==> src/rtl/mcf_pkg.sv <==
// mcf_pkg: shared types and constants of the motor CAN command framer
// used by mcf_front, mcf_queue, mcf_back and motor_can_command_framer
// no dependencies
package mcf_pkg;

  // result kinds
  localparam logic [1:0] KIND_TX  = 2'd0;
  localparam logic [1:0] KIND_RX  = 2'd1;
  localparam logic [1:0] KIND_ERR = 2'd2;

  // protocol codes
  localparam logic [7:0] VELOCITY_FN   = 8'hF6;
  localparam logic [7:0] REPLY_HEAD    = 8'h36;
  localparam logic [7:0] REPLY_TAIL    = 8'h6B;
  localparam logic [3:0] REPLY_MIN_LEN = 4'd7;

  // frame positions cleared by the limit guard
  localparam int GUARD_LO = 4;
  localparam int GUARD_HI = 5;

  // motors that have limit registers
  localparam int LIMIT_MOTORS = 3;
  // wide enough for any motor count up to eight
  localparam int MOTOR_IDX_W  = 3;

  // queue between front and back
  localparam int QUEUE_DEPTH = 2;
  localparam int QUEUE_PTR_W = $clog2(QUEUE_DEPTH);
  localparam int QUEUE_CNT_W = $clog2(QUEUE_DEPTH + 1);

  // register file
  localparam int         CFG_ADDR_W       = 5;
  localparam logic [2:0] REG_MIN_POS_M0   = 3'd0;
  localparam logic [2:0] REG_MAX_POS_M0   = 3'd1;
  localparam logic [2:0] REG_MIN_POS_M1   = 3'd2;
  localparam logic [2:0] REG_MAX_POS_M1   = 3'd3;
  localparam logic [2:0] REG_MIN_POS_M2   = 3'd4;
  localparam logic [2:0] REG_MAX_POS_M2   = 3'd5;
  localparam logic [2:0] REG_LIMITS_VALID = 3'd6;

  // classified item as it travels from front to back
  typedef struct packed {
    logic                   is_rx;
    logic [7:0]             cmd_byte;
    logic                   cmd_last;
    logic                   rx_ok;
    logic [MOTOR_IDX_W-1:0] rx_motor;
    logic [31:0]            rx_position;
  } mcf_item_t;

  // position limits as seen by the back end
  typedef struct packed {
    logic [LIMIT_MOTORS-1:0]       valid;
    logic [LIMIT_MOTORS-1:0][31:0] min_pos;
    logic [LIMIT_MOTORS-1:0][31:0] max_pos;
  } mcf_limits_t;

  // queue head handed to the back end
  typedef struct packed {
    logic      valid;
    mcf_item_t item;
  } mcf_head_t;

endpackage

==> src/rtl/mcf_front.sv <==
// mcf_front: classifies an input beat and decodes received position replies
// depends on mcf_pkg
module mcf_front import mcf_pkg::*; #(
  parameter int MOTOR_COUNT = 3
) (
  input  logic             in_req_type,
  input  logic [7:0]       in_cmd_byte,
  input  logic             in_cmd_last,
  input  logic [28:0]      in_rx_ident,
  input  logic             in_rx_extended,
  input  logic [3:0]       in_rx_count,
  input  logic [63:0]      in_rx_bytes,
  output mcf_item_t        item
);

  logic [7:0]  rx_addr;
  logic [31:0] mag;
  logic        reply_ok;

  assign rx_addr = in_rx_ident[15:8];
  // big endian magnitude in bytes 2..5
  assign mag = {in_rx_bytes[23:16], in_rx_bytes[31:24], in_rx_bytes[39:32],
                in_rx_bytes[47:40]};

  assign reply_ok = in_rx_extended
                 && (rx_addr < 8'(MOTOR_COUNT))
                 && (in_rx_count >= REPLY_MIN_LEN)
                 && (in_rx_bytes[7:0] == REPLY_HEAD)
                 && (in_rx_bytes[55:48] == REPLY_TAIL);

  always_comb begin
    item             = '0;
    item.is_rx       = in_req_type;
    item.cmd_byte    = in_cmd_byte;
    item.cmd_last    = in_cmd_last;
    item.rx_ok       = reply_ok;
    item.rx_motor    = rx_addr[MOTOR_IDX_W-1:0];
    // nonzero sign byte negates the magnitude
    item.rx_position = (in_rx_bytes[15:8] != 8'h00) ? (32'd0 - mag) : mag;
  end

endmodule

==> src/rtl/mcf_queue.sv <==
// mcf_queue: short fifo of classified items between front and back
// depends on mcf_pkg
module mcf_queue import mcf_pkg::*; (
  input  logic      clk,
  input  logic      rst_n,
  input  logic      push,
  input  mcf_item_t push_item,
  output logic      full,
  input  logic      pop,
  output mcf_head_t head
);

  mcf_item_t              entry_r [QUEUE_DEPTH];
  logic [QUEUE_PTR_W-1:0] wr_ptr_r, wr_ptr_nxt;
  logic [QUEUE_PTR_W-1:0] rd_ptr_r, rd_ptr_nxt;
  logic [QUEUE_CNT_W-1:0] count_r, count_nxt;
  logic                   do_push, do_pop;

  assign full    = (count_r == QUEUE_CNT_W'(QUEUE_DEPTH));
  assign do_push = push && !full;
  assign do_pop  = pop && (count_r != '0);

  assign head.valid = (count_r != '0);
  assign head.item  = entry_r[rd_ptr_r];

  always_comb begin
    wr_ptr_nxt = do_push ? wr_ptr_r + 1'b1 : wr_ptr_r;
    rd_ptr_nxt = do_pop ? rd_ptr_r + 1'b1 : rd_ptr_r;
    count_nxt  = count_r;
    if (do_push && !do_pop) begin
      count_nxt = count_r + 1'b1;
    end else if (do_pop && !do_push) begin
      count_nxt = count_r - 1'b1;
    end
  end

  always_ff @(posedge clk) begin
    if (!rst_n) begin
      wr_ptr_r <= '0;
      rd_ptr_r <= '0;
      count_r  <= '0;
    end else begin
      wr_ptr_r <= wr_ptr_nxt;
      rd_ptr_r <= rd_ptr_nxt;
      count_r  <= count_nxt;
    end
  end

  always_ff @(posedge clk) begin
    if (do_push) begin
      entry_r[wr_ptr_r] <= push_item;
    end
  end

  // occupancy and pointers stay consistent
  a_count_bound: assert property (@(posedge clk) disable iff (!rst_n)
    count_r <= QUEUE_CNT_W'(QUEUE_DEPTH))
    else $error("queue count beyond depth");

  a_ptr_gap: assert property (@(posedge clk) disable iff (!rst_n)
    (count_r == '0) |-> (wr_ptr_r == rd_ptr_r))
    else $error("empty queue with pointers apart");

endmodule

==> src/rtl/mcf_back.sv <==
// mcf_back: command framing, limit guard, position tracking and result register
// depends on mcf_pkg
module mcf_back import mcf_pkg::*; #(
  parameter int MOTOR_COUNT = 3,
  parameter int FRAME_BYTES = 8
) (
  input  logic               clk,
  input  logic               rst_n,
  input  mcf_head_t          head,
  output logic               pop,
  input  mcf_limits_t        limits,
  output logic               out_valid,
  input  logic               out_ready,
  output logic [1:0]         out_result_kind,
  output logic [15:0]        out_tx_ident,
  output logic [3:0]         out_tx_count,
  output logic [63:0]        out_tx_bytes,
  output logic               out_tx_final,
  output logic               out_motion_blocked,
  output logic               out_rx_accepted,
  output logic [1:0]         out_report_motor,
  output logic signed [31:0] out_report_position,
  output logic [31:0]        out_report_sequence
);

  localparam int         MW          = (MOTOR_COUNT > 1) ? $clog2(MOTOR_COUNT) : 1;
  localparam logic [3:0] FILL_FULL   = 4'(FRAME_BYTES);
  localparam logic [15:0] GUARD_INDEX = 16'(FRAME_BYTES);

  typedef struct packed {
    logic [1:0]  kind;
    logic [15:0] tx_ident;
    logic [3:0]  tx_count;
    logic [63:0] tx_bytes;
    logic        tx_final;
    logic        motion_blocked;
    logic        rx_accepted;
    logic [1:0]  report_motor;
    logic [31:0] report_position;
    logic [31:0] report_sequence;
  } res_t;

  // command state
  logic [15:0] byte_count_r, byte_count_nxt;
  logic [7:0]  cmd_address_r, cmd_address_nxt;
  logic [7:0]  func_code_r, func_code_nxt;
  logic [63:0] frame_buffer_r, frame_buffer_nxt;
  logic [3:0]  frame_fill_r, frame_fill_nxt;
  logic [7:0]  packet_number_r, packet_number_nxt;

  // per motor state
  logic [31:0] motor_position_r [MOTOR_COUNT];
  logic [31:0] reply_sequence_r [MOTOR_COUNT];

  // result register
  logic        out_valid_r, out_valid_nxt;
  res_t        result_r, result_nxt;
  logic        res_valid;

  mcf_item_t   it;
  logic [MW-1:0] rd_idx;
  logic [31:0] cur_pos, cur_seq, seq_inc;
  logic [1:0]  lim_sel;
  logic        cmd_in_range, allowed, guard_hit, frame_done, pos_we;
  logic [63:0] buf_new, tx_buf;
  logic [3:0]  fill_new;
  logic [7:0]  dir;

  assign it  = head.item;
  assign pop = head.valid && (!out_valid_r || out_ready);

  // one read port into the motor state, shared by guard and reply update
  assign rd_idx  = it.is_rx ? it.rx_motor[MW-1:0] : cmd_address_r[MW-1:0];
  assign cur_pos = motor_position_r[rd_idx];
  assign cur_seq = reply_sequence_r[rd_idx];
  assign seq_inc = cur_seq + 32'd1;

  assign cmd_in_range = (cmd_address_r < 8'(LIMIT_MOTORS))
                     && (cmd_address_r < 8'(MOTOR_COUNT));
  assign lim_sel = cmd_in_range ? cmd_address_r[1:0] : 2'd0;

  // byte lane insert at the current fill point
  always_comb begin
    buf_new = frame_buffer_r;
    for (int k = 0; k < 8; k++) begin
      if (frame_fill_r[2:0] == 3'(k)) begin
        buf_new[8*k +: 8] = frame_buffer_r[8*k +: 8] | it.cmd_byte;
      end
    end
  end

  assign fill_new   = frame_fill_r + 4'd1;
  assign frame_done = (fill_new >= FILL_FULL) || it.cmd_last;
  assign dir        = buf_new[15:8];

  assign allowed = cmd_in_range
                && limits.valid[lim_sel]
                && (cur_seq != 32'd0)
                && !((dir == 8'h00)
                     && ($signed(cur_pos) >= $signed(limits.max_pos[lim_sel])))
                && !((dir != 8'h00)
                     && ($signed(cur_pos) <= $signed(limits.min_pos[lim_sel])));

  assign guard_hit = (byte_count_r == GUARD_INDEX) && (fill_new >= FILL_FULL)
                  && (cmd_address_r < 8'(LIMIT_MOTORS))
                  && (func_code_r == VELOCITY_FN) && !allowed;

  // speed bytes cleared when the guard trips
  always_comb begin
    tx_buf = buf_new;
    if (guard_hit) begin
      for (int p = GUARD_LO; p <= GUARD_HI; p++) begin
        if (p < FRAME_BYTES) begin
          tx_buf[8*p +: 8] = 8'h00;
        end
      end
    end
  end

  always_comb begin
    byte_count_nxt    = byte_count_r;
    cmd_address_nxt   = cmd_address_r;
    func_code_nxt     = func_code_r;
    frame_buffer_nxt  = frame_buffer_r;
    frame_fill_nxt    = frame_fill_r;
    packet_number_nxt = packet_number_r;
    result_nxt        = '0;
    res_valid         = 1'b0;
    pos_we            = 1'b0;

    if (pop) begin
      if (it.is_rx) begin
        res_valid       = 1'b1;
        result_nxt.kind = KIND_RX;
        if (it.rx_ok) begin
          pos_we                     = 1'b1;
          result_nxt.rx_accepted     = 1'b1;
          result_nxt.report_motor    = it.rx_motor[1:0];
          result_nxt.report_position = it.rx_position;
          result_nxt.report_sequence = seq_inc;
        end
      end else begin
        byte_count_nxt = (byte_count_r != 16'hFFFF) ? byte_count_r + 16'd1 : byte_count_r;
        if (byte_count_r == 16'd0) begin
          cmd_address_nxt = it.cmd_byte;
          if (it.cmd_last) begin
            // address only: nothing to send
            res_valid       = 1'b1;
            result_nxt.kind = KIND_ERR;
          end
        end else if (byte_count_r == 16'd1) begin
          func_code_nxt     = it.cmd_byte;
          frame_buffer_nxt  = {56'd0, it.cmd_byte};
          frame_fill_nxt    = 4'd1;
          packet_number_nxt = 8'd0;
          if (it.cmd_last) begin
            res_valid           = 1'b1;
            result_nxt.kind     = KIND_TX;
            result_nxt.tx_ident = {cmd_address_r, 8'd0};
            result_nxt.tx_count = 4'd1;
            result_nxt.tx_bytes = {56'd0, it.cmd_byte};
            result_nxt.tx_final = 1'b1;
          end
        end else begin
          frame_buffer_nxt = buf_new;
          frame_fill_nxt   = fill_new;
          if (frame_done) begin
            res_valid                 = 1'b1;
            result_nxt.kind           = KIND_TX;
            result_nxt.tx_ident       = {cmd_address_r, packet_number_r};
            result_nxt.tx_count       = fill_new;
            result_nxt.tx_bytes       = tx_buf;
            result_nxt.tx_final       = it.cmd_last;
            result_nxt.motion_blocked = guard_hit;
            if (!it.cmd_last) begin
              frame_buffer_nxt  = {56'd0, func_code_r};
              frame_fill_nxt    = 4'd1;
              packet_number_nxt = packet_number_r + 8'd1;
            end
          end
        end
        if (it.cmd_last) begin
          // back to idle
          byte_count_nxt    = 16'd0;
          cmd_address_nxt   = 8'd0;
          func_code_nxt     = 8'd0;
          frame_buffer_nxt  = 64'd0;
          frame_fill_nxt    = 4'd0;
          packet_number_nxt = 8'd0;
        end
      end
    end

    if (pop) begin
      out_valid_nxt = res_valid;
    end else if (out_ready) begin
      out_valid_nxt = 1'b0;
    end else begin
      out_valid_nxt = out_valid_r;
    end
  end

  always_ff @(posedge clk) begin
    if (!rst_n) begin
      byte_count_r    <= '0;
      cmd_address_r   <= '0;
      func_code_r     <= '0;
      frame_buffer_r  <= '0;
      frame_fill_r    <= '0;
      packet_number_r <= '0;
      out_valid_r     <= 1'b0;
      for (int m = 0; m < MOTOR_COUNT; m++) begin
        motor_position_r[m] <= '0;
        reply_sequence_r[m] <= '0;
      end
    end else begin
      byte_count_r    <= byte_count_nxt;
      cmd_address_r   <= cmd_address_nxt;
      func_code_r     <= func_code_nxt;
      frame_buffer_r  <= frame_buffer_nxt;
      frame_fill_r    <= frame_fill_nxt;
      packet_number_r <= packet_number_nxt;
      out_valid_r     <= out_valid_nxt;
      if (pos_we) begin
        motor_position_r[rd_idx] <= it.rx_position;
        reply_sequence_r[rd_idx] <= seq_inc;
      end
    end
  end

  always_ff @(posedge clk) begin
    if (pop && res_valid) begin
      result_r <= result_nxt;
    end
  end

  assign out_valid           = out_valid_r;
  assign out_result_kind     = result_r.kind;
  assign out_tx_ident        = result_r.tx_ident;
  assign out_tx_count        = result_r.tx_count;
  assign out_tx_bytes        = result_r.tx_bytes;
  assign out_tx_final        = result_r.tx_final;
  assign out_motion_blocked  = result_r.motion_blocked;
  assign out_rx_accepted     = result_r.rx_accepted;
  assign out_report_motor    = result_r.report_motor;
  assign out_report_position = $signed(result_r.report_position);
  assign out_report_sequence = result_r.report_sequence;

  a_fill_bound: assert property (@(posedge clk) disable iff (!rst_n)
    frame_fill_r < FILL_FULL)
    else $error("frame fill reached full while holding");

  a_idle_clean: assert property (@(posedge clk) disable iff (!rst_n)
    (byte_count_r == 16'd0) |-> (frame_fill_r == 4'd0) && (packet_number_r == 8'd0))
    else $error("idle command with leftover frame state");

  a_tx_count: assert property (@(posedge clk) disable iff (!rst_n)
    (out_valid_r && (result_r.kind == KIND_TX))
      |-> (result_r.tx_count != 4'd0) && (result_r.tx_count <= FILL_FULL))
    else $error("frame length out of range");

  a_blocked_first: assert property (@(posedge clk) disable iff (!rst_n)
    (out_valid_r && result_r.motion_blocked)
      |-> (result_r.kind == KIND_TX) && (result_r.tx_ident[7:0] == 8'd0))
    else $error("guard fired outside the first frame");

endmodule

==> src/rtl/motor_can_command_framer.sv <==
// motor_can_command_framer: top level, register file and front/queue/back wiring
// depends on mcf_pkg, mcf_front, mcf_queue, mcf_back
//
//  channel  | dir | handshake                  | beat
//  ---------+-----+----------------------------+--------------------------------
//  in_      | in  | in_valid / in_ready        | command byte or received frame
//  out_     | out | out_valid / out_ready      | tx frame, rx report or error
//  config   | in  | psel penable pwrite pready | one 32 bit register write/read
//
// one beat per cycle is accepted while the queue has room, and one result per
// cycle is delivered while out_ready is high; each beat is classified by the
// combinational front as it is accepted, sits in the two-entry queue and is
// finished by the back end into the result register.
// with an empty queue out_valid rises once the back end registers the result.
// beats that cause no result (middle command bytes) are retired silently.
// rst_n is synchronous: command state, motor positions, reply counts and
// the limit registers all clear; no clearing pass is needed.
// an out_ready stall fills the queue; in_ready drops only when it is full.
module motor_can_command_framer import mcf_pkg::*; #(
  parameter int MOTOR_COUNT = 3,
  parameter int FRAME_BYTES = 8
) (
  input  logic                  clk,
  input  logic                  rst_n,
  // input channel
  input  logic                  in_valid,
  output logic                  in_ready,
  input  logic                  in_req_type,
  input  logic [7:0]            in_cmd_byte,
  input  logic                  in_cmd_last,
  input  logic [28:0]           in_rx_ident,
  input  logic                  in_rx_extended,
  input  logic [3:0]            in_rx_count,
  input  logic [63:0]           in_rx_bytes,
  // result channel
  output logic                  out_valid,
  input  logic                  out_ready,
  output logic [1:0]            out_result_kind,
  output logic [15:0]           out_tx_ident,
  output logic [3:0]            out_tx_count,
  output logic [63:0]           out_tx_bytes,
  output logic                  out_tx_final,
  output logic                  out_motion_blocked,
  output logic                  out_rx_accepted,
  output logic [1:0]            out_report_motor,
  output logic signed [31:0]    out_report_position,
  output logic [31:0]           out_report_sequence,
  // configuration port
  input  logic                  psel,
  input  logic                  penable,
  input  logic                  pwrite,
  input  logic [CFG_ADDR_W-1:0] paddr,
  input  logic [31:0]           pwdata,
  output logic [31:0]           prdata,
  output logic                  pready
);

  // limit registers
  logic [LIMIT_MOTORS-1:0][31:0] min_pos_r;
  logic [LIMIT_MOTORS-1:0][31:0] max_pos_r;
  logic [LIMIT_MOTORS-1:0]       limits_valid_r;
  logic                          cfg_wr;
  logic [2:0]                    reg_idx;
  mcf_limits_t                   limits;

  // front to queue to back
  mcf_item_t front_item;
  mcf_head_t head;
  logic      q_full, q_pop;

  assign pready  = 1'b1;
  assign cfg_wr  = psel && penable && pwrite && pready;
  assign reg_idx = paddr[4:2];

  always_ff @(posedge clk) begin
    if (!rst_n) begin
      min_pos_r      <= '0;
      max_pos_r      <= '0;
      limits_valid_r <= '0;
    end else if (cfg_wr) begin
      case (reg_idx)
        REG_MIN_POS_M0:   min_pos_r[0]   <= pwdata;
        REG_MAX_POS_M0:   max_pos_r[0]   <= pwdata;
        REG_MIN_POS_M1:   min_pos_r[1]   <= pwdata;
        REG_MAX_POS_M1:   max_pos_r[1]   <= pwdata;
        REG_MIN_POS_M2:   min_pos_r[2]   <= pwdata;
        REG_MAX_POS_M2:   max_pos_r[2]   <= pwdata;
        REG_LIMITS_VALID: limits_valid_r <= pwdata[LIMIT_MOTORS-1:0];
        default:          ;
      endcase
    end
  end

  // register readback
  always_comb begin
    case (reg_idx)
      REG_MIN_POS_M0:   prdata = min_pos_r[0];
      REG_MAX_POS_M0:   prdata = max_pos_r[0];
      REG_MIN_POS_M1:   prdata = min_pos_r[1];
      REG_MAX_POS_M1:   prdata = max_pos_r[1];
      REG_MIN_POS_M2:   prdata = min_pos_r[2];
      REG_MAX_POS_M2:   prdata = max_pos_r[2];
      REG_LIMITS_VALID: prdata = {{(32-LIMIT_MOTORS){1'b0}}, limits_valid_r};
      default:          prdata = 32'd0;
    endcase
  end

  assign limits.valid   = limits_valid_r;
  assign limits.min_pos = min_pos_r;
  assign limits.max_pos = max_pos_r;

  // classify the incoming beat
  mcf_front #(
    .MOTOR_COUNT (MOTOR_COUNT)
  ) u_front (
    .in_req_type    (in_req_type),
    .in_cmd_byte    (in_cmd_byte),
    .in_cmd_last    (in_cmd_last),
    .in_rx_ident    (in_rx_ident),
    .in_rx_extended (in_rx_extended),
    .in_rx_count    (in_rx_count),
    .in_rx_bytes    (in_rx_bytes),
    .item           (front_item)
  );

  // accept whenever the queue has room
  assign in_ready = !q_full;

  mcf_queue u_queue (
    .clk       (clk),
    .rst_n     (rst_n),
    .push      (in_valid),
    .push_item (front_item),
    .full      (q_full),
    .pop       (q_pop),
    .head      (head)
  );

  // framing, guard and reply tracking in stream order
  mcf_back #(
    .MOTOR_COUNT (MOTOR_COUNT),
    .FRAME_BYTES (FRAME_BYTES)
  ) u_back (
    .clk                 (clk),
    .rst_n               (rst_n),
    .head                (head),
    .pop                 (q_pop),
    .limits              (limits),
    .out_valid           (out_valid),
    .out_ready           (out_ready),
    .out_result_kind     (out_result_kind),
    .out_tx_ident        (out_tx_ident),
    .out_tx_count        (out_tx_count),
    .out_tx_bytes        (out_tx_bytes),
    .out_tx_final        (out_tx_final),
    .out_motion_blocked  (out_motion_blocked),
    .out_rx_accepted     (out_rx_accepted),
    .out_report_motor    (out_report_motor),
    .out_report_position (out_report_position),
    .out_report_sequence (out_report_sequence)
  );

endmodule
==> config.mk <==
export PLATFORM = sky130hd
export DESIGN_NAME = motor_can_command_framer
export DESIGN_NICKNAME = d
export VERILOG_FILES = /design/src/rtl/mcf_pkg.sv /design/src/rtl/mcf_front.sv /design/src/rtl/mcf_queue.sv /design/src/rtl/mcf_back.sv /design/src/rtl/motor_can_command_framer.sv
export SDC_FILE = /design/constraint.sdc
export NUM_CORES = 2
export LEC_CHECK = 0
export BUFFER_PORTS_ARGS = -buffer_cell sky130_fd_sc_hd__buf_2
export CAP_MARGIN = 20
export CORE_MARGIN = 3
export CORE_UTILIZATION = 50
export CTS_BUF_LIST = sky130_fd_sc_hd__clkbuf_16
export DETAILED_ROUTE_END_ITERATION = 6
export PLACE_DENSITY = 0.69
export SLEW_MARGIN = 20
export SYNTH_ARGS = -nofsm -noshare
export SYNTH_HDL_FRONTEND = slang
export SYNTH_SLANG_ARGS = --single-unit
==> constraint.sdc <==
create_clock -name clk -period 20.9 [get_ports clk]
set_clock_uncertainty 0.15 [all_clocks]
set_input_delay 2.09 -clock clk [delete_from_list [all_inputs] [get_ports clk]]
set_output_delay 2.09 -clock clk [all_outputs]
set_load 0.05 [all_outputs]
Yosys cells after proc, flatten, opt, wreduce, memory -nomap -nowiden --
Memories as Yosys holds them, arrays and structs flattened. A register that Yosys moved wholly into a read port is not among the register bits. Cells that the tools add are included.
Word-level totals: word-level logic and storage cells 215, bits in writable memories 284, output and inout bits 190, memories kept 3, input port bits 152, bits in registers 463
Memory list:
- u_back.motor_position_r | depth 3, width 32, rd ports 1, clocked after memory_dff 0, write ports 3, line mcf_back.sv:52 | logic [31:0] motor_position_r [MOTOR_COUNT];
- u_back.reply_sequence_r | depth 3, width 32, rd ports 1, clocked after memory_dff 0, write ports 3, line mcf_back.sv:53 | logic [31:0] reply_sequence_r [MOTOR_COUNT];
- u_queue.entry_r | depth 2, width 46, rd ports 1, clocked after memory_dff 1, write ports 1, line mcf_queue.sv:13 | mcf_item_t entry_r [QUEUE_DEPTH];
Cells by class: bitwise operators 11, equal/unequal tests 21, mux-type cells 72, reductions and logical operators 64, add/subtract/negate cells 9, order comparisons 7
Operators by type and width (count):
- $mux 64 | 4
- $pmux 32 s7 | 1
- $mux 32 | 5
- $mux 8 | 17
- $bmux 32 s2 | 2
- $mux 87 | 1
- $mux 86 | 1
- $mux 85 | 1
- $mux 67 | 1
- $or 8x8->8 | 8
- $reduce_or 32->1 | 2
- $mux 16 | 3
- $add 32x1->32 const B | 1
- $ge 32x32->1 | 1
- $le 32x32->1 | 1
- $reduce_bool 32->1 | 1
- $sub 1x32->32 const A | 1
- $mux 1 | 23
- $logic_and 1x1->1 | 22
- $eq 3x3->1 const B | 7
- $add 16x1->16 const B | 1
- $eq 16x1->1 const B | 1
- $eq 16x4->1 const B | 1
- $logic_not 16->1 | 1
- 34 further kinds | 77

Depth between registers and ports, before layout --
depth in word-level cells 16, depth in mapped cells 21, mapped depth without buffers 15

By module --
From an unflattened synthesis, not the netlist that was laid out.
Unflattened totals: cell total of the unflattened synthesis 3276, area total of the unflattened synthesis 38032.7 um^2
By module, submodules not included:
- mcf_back | seq. area each 14523.9 um^2, area an instance 24831.3 um^2, cells an instance 2103, instances 1
- motor_can_command_framer | seq. area each 3903.7 um^2, area an instance 8718.4 um^2, cells an instance 869, instances 1
- mcf_queue | seq. area each 2862.7 um^2, area an instance 3567.2 um^2, cells an instance 168, instances 1
- mcf_front | seq. area each 0.0 um^2, area an instance 915.9 um^2, cells an instance 136, instances 1

Least setup slack after synthesis --
No wires, ideal clock.
path kind input to register, start input port out_ready, end register u_back.result_r, in the netlist u_back.out_motion_blocked (enable), setup slack 9812 ps, stages on the path 3, buffers on the path 0, data arrival time 10175 ps, setup time 764 ps, data required time 19986 ps, path through nor2b_1 > o21bai_1 > a31oi_1
On the way: longest elaborated chain between the ends 4
RTL lines:
- start: declaration | line motor_can_command_framer.sv:37 | input logic out_ready,
- $logic_or 1x1->1 * | line mcf_back.sv:70 | assign pop = head.valid && (!out_valid_r || out_ready);
- $logic_and 1x1->1 * | line mcf_back.sv:70
- $mux 1 | line mcf_back.sv:131 | if (pop) begin
- $logic_and 1x1->1 * | line mcf_back.sv:232 | if (pop && res_valid) begin
- end signal: assignment | line mcf_back.sv:233 | result_r <= result_nxt;
- end: declaration | line mcf_back.sv:57 | res_t result_r, result_nxt;
Every way passes the cells marked *; elsewhere a longest branch is shown, timed or not. A chain may end at the register's enable or synchronous reset.

==> key figures <==
Timing
  • Unrepaired setup endpoints after global routing: false
  • Final count of hold timing violations: 0
  • Worst-case headroom to the max-slew limit: 0.241
  • Fraction of the cycle the final worst path needs: 0.342
  • Tightest Pin Transition: 1140 ps
  • Max-slew violation count: 0
  • Final total negative setup slack: 0 ps
  • Final setup violation count: 0
  • Setup ws final: 13760 ps
  • Maximum clock frequency: 140 MHz
  • Final min period: 7140 ps
  • Worst hold-check slack: 315 ps

Place
  • Final weighted congestion in routability-driven placement: 0.862
  • Placed Cells: 4748
  • Half-perimeter wire length after detailed placement: 65.1 mm
  • Cell area after placement: 39800 µm²
  • Worst slack at placement: 13760 ps
  • IO buf count: 309

Clock network
  • Total of cells resized after clock tree synthesis: 0
  • Clock-pin slew reported for the worst setup and hold paths after clock tree synthesis: 60 ps
  • # Post-CTS Setup Buffers: 0
  • Buffers from clock root to sink, at most: 3
  • Clock root cell: clkbuf_16
  • Clock latency on the worst-skew pair: 640 ps
  • Number of sinks handled by clock tree synthesis: 810
  • TritonCTS clock tree: built
  • CTS Hold Bufs: 0
  • Number of buffers added by the clock tree synthesis step: 87
  • Number of H-tree levels: 3

Die
  • FP Rows: 100
  • Die outline height: 281 µm
  • Effective utilization at floorplan: 0.506
  • Chip width: 281 µm
  • Placeable Area: 74600 µm²
  • Die area: 78800 µm²
  • Ports: 342

GRT
  • Aggregate global routing overflow: 0
  • Largest net degree at the start of global routing: 114
  • Gr usage total: 0.271
  • Number of antenna violations at the first check in global routing: 9
  • Vias in the first global route: 28200
  • Wire length of the first global-routing pass: 166 mm

Logic synthesis
  • Net Count, Synth: 3929
  • Ys flop type: edfxtp_1
  • Fraction of synthesized cell area in xor and xnor cells: 0.0151
  • Yosys warns: 0
  • Number of instances in the synthesized netlist: 3699
  • Share of cell area taken by muxes after synthesis: 0.0357
  • Post-synthesis share of cell area spent on full adders, half adders and majority gates: 0.0259
  • EDFF count, synth: 501
  • Avg Inst Size Synth: 10.2 µm²
  • Flip-flop and latch count after synthesis: 810
  • Compound-gate portion of the synthesized area: 0.167
  • Main combinational cell family by area after synthesis: compound AO/OA/AOI/OAI gates
  • Total standard cell area after synthesis: 37700 µm²
  • Distinct cell type count of the synthesized netlist: 78
  • Sequential element share of the synthesized area: 0.563
  • Proportion of synthesized flip-flops having asynchronous set or reset: 0
  • Synthesized-area fraction occupied by and/or/nand/nor cells: 0.157

Worst setup path
  • Critical path class: register to register
  • Number of buffers and inverters on the critical path: 2
  • Dominant delay contributor by cell family on the critical path: compound AO/OA/AOI/OAI gates
  • Critical path data required time: 21110 ps
  • List of cells traversed by the critical path: mux2i_2, a221oi_4, buf_4, buf_4, and2_1, a211oi_1, a31oi_1, ha_1, nand3_1, nor4_1, nand3_1, o41ai_1, o21ai_0, a31oi_2, nor3_1
  • Arrival time at the worst endpoint: 7340 ps
  • Kind of capture point of the worst setup path: register
  • Slowest CP cell: dfxtp_4
  • Worst-path maximum fanout: 63
  • Slowest Stage Delay on Critical Path: 950 ps
  • Worst setup SP type: register

Cells and area
  • Fin nets: 4099
  • Fin cells: 4916
  • Most common cell after layout, fill and taps aside: nand2_1
  • Proportion of layout cells with a drive suffix above 1: 0.142
  • Synth-to-layout area growth: 13.1%
  • Number of fill cells: 6400
  • Most frequent cells in the layout: 594 x nand2_1, 501 x edfxtp_1, 399 x nor2_1
  • Final non-filler cell area: 42700 µm²

Worst hold path
  • Hold crit path type: register to register
  • Startpoint of the worst hold path: u_back.frame_buffer_r[27]

Status
  • Outcome: complete, no violations

Route
  • First drt pass iteration count: 6
  • Routed len/inst: 22.1 µm
  • Initial drt markers: 2908
  • Detailed-route via count: 29300
  • ANT nets after route: 0
  • DRC violation count after routing: 0
  • Vias per cell: 5.95
  • Final wirelength: 109 mm

Power and ir drop
  • Total leakage power: 16.0 nW
  • Max VDD drop: 0.0000995 V
  • Power density relative to cell area: 125 nW/µm²

Flow run
  • Max-cap viol count: 0
-- cells by family after synthesis --
group | after synthesis
other | 1
adder cells (fa/ha/maj) | 78
flip-flops | 810
XOR/XNOR | 65
buffers and inverters | 347
AND/OR/NAND/NOR | 1348
multiplexers | 130
AO/OA/AOI/OAI | 920
-- final cells by class --
| class | count | area, µm² | share of cell area |
|---|---|---|---|
| tap | 969 | 1210 | 0.0284 |
| antenna | 4 | 10.0 | 0.000235 |
| inverter | 77 | 289 | 0.00678 |
| sequential | 810 | 21200 | 0.498 |
| clock buffer | 89 | 2230 | 0.0522 |
| clock inverter | 74 | 579 | 0.0136 |
| multi-input combinational | 2542 | 15200 | 0.357 |
| timing repair buffer | 351 | 1860 | 0.0437 |
-- metal layers --
layer / up-vias / part of all wire / track usage
met2: 1218 / 0.48 / 0.449
met4: 8 / 0.039 / 0.111
li1: 13700 / - / -
met3: 237 / 0.072 / 0.0438
met1: 14100 / 0.41 / 0.356
met5: - / 0.00051 / 0
-- stage by stage --
stage	utilization	total power [mW]
finish	0.572	5.33
global route	0.572	5.58
CTS	0.572	5.35
detailed placement	0.534	3.84
global placement	0.534	3.81
floorplan	-	3.36
-- power by group --
| part | switching [mW] | total [mW] | internal, mW | leakage [nW] |
|---|---|---|---|---|
| combinational | 1.32 | 1.77 | 0.453 | 7.09 |
| sequential | 0.0946 | 2.04 | 1.95 | 7.40 |
| clock | 0.644 | 1.52 | 0.874 | 1.46 |
| total | 2.05 | 5.33 | 3.27 | 16.0 |
-- sequential cells by signal, summed over array words and instances, names as in the netlist, 3 cells and up, named ones only --
name                        count
u_back.frame_buffer_r          64
limits                        192
u_back.out_report_sequence     32
u_back.out_tx_count             4
u_back.func_code_r              8
u_back.out_report_position     32
u_queue.entry_r                90
limits_valid_r                  3
u_back.reply_sequence_r       128
u_back.packet_number_r          8
u_back.cmd_address_r            8
u_back.byte_count_r            16
u_back.motor_position_r       128
u_back.out_tx_ident            16
u_back.out_tx_bytes            64
u_back.frame_fill_r             4
-- worst register-to-register path, stage by stage (launching register included) --
cell and delay, ps:
dfxtp_4 950, mux2i_2 370, a221oi_4 300, buf_4 540, buf_4 670, and2_1 260, a211oi_1 40, a31oi_1 490
ha_1 260, nand3_1 160, nor4_1 490, nand3_1 240, o41ai_1 590, o21ai_0 380, a31oi_2 830, nor3_1 130
-- cells in the mapped netlist, types with 12 or more instances --
library cell / count / area share
ha_1: 78 / 0.026
a21oi_1: 230 / 0.031
or3_1: 12 / 0.0020
nor2_1: 401 / 0.040
nand4_1: 29 / 0.0048
or2_2: 16 / 0.0027
nor4_1: 29 / 0.0048
edfxtp_1: 501 / 0.40
dfxtp_1: 309 / 0.16
and3_1: 13 / 0.0022
and2_1: 65 / 0.011
o2111ai_1: 51 / 0.012
inv_1: 76 / 0.0076
xnor2_1: 37 / 0.0086
mux2i_1: 116 / 0.031
nand2_1: 605 / 0.060
clkbuf_1: 196 / 0.020
a21boi_0: 203 / 0.040
o2111a_1: 32 / 0.0096
buf_1: 40 / 0.0040
o21ai_0: 99 / 0.013
nand3_1: 68 / 0.0090
nor2b_1: 21 / 0.0035
a22oi_1: 91 / 0.018
xor2_1: 28 / 0.0065
a31oi_1: 53 / 0.0088
nor3_1: 34 / 0.0045
buf_2: 20 / 0.0027
o22ai_1: 16 / 0.0027
a211oi_1: 77 / 0.015
-- final timing paths --
check	end	slack, ps	cells past startpoint
max	u_back.out_tx_bytes[43]	13760	15
min	u_back.frame_buffer_r[27]	320	2
max reg2reg	u_back.out_tx_bytes[43]	13760	15
min reg2reg	u_back.frame_buffer_r[27]	320	2
(Power assumes the default switching activity.)
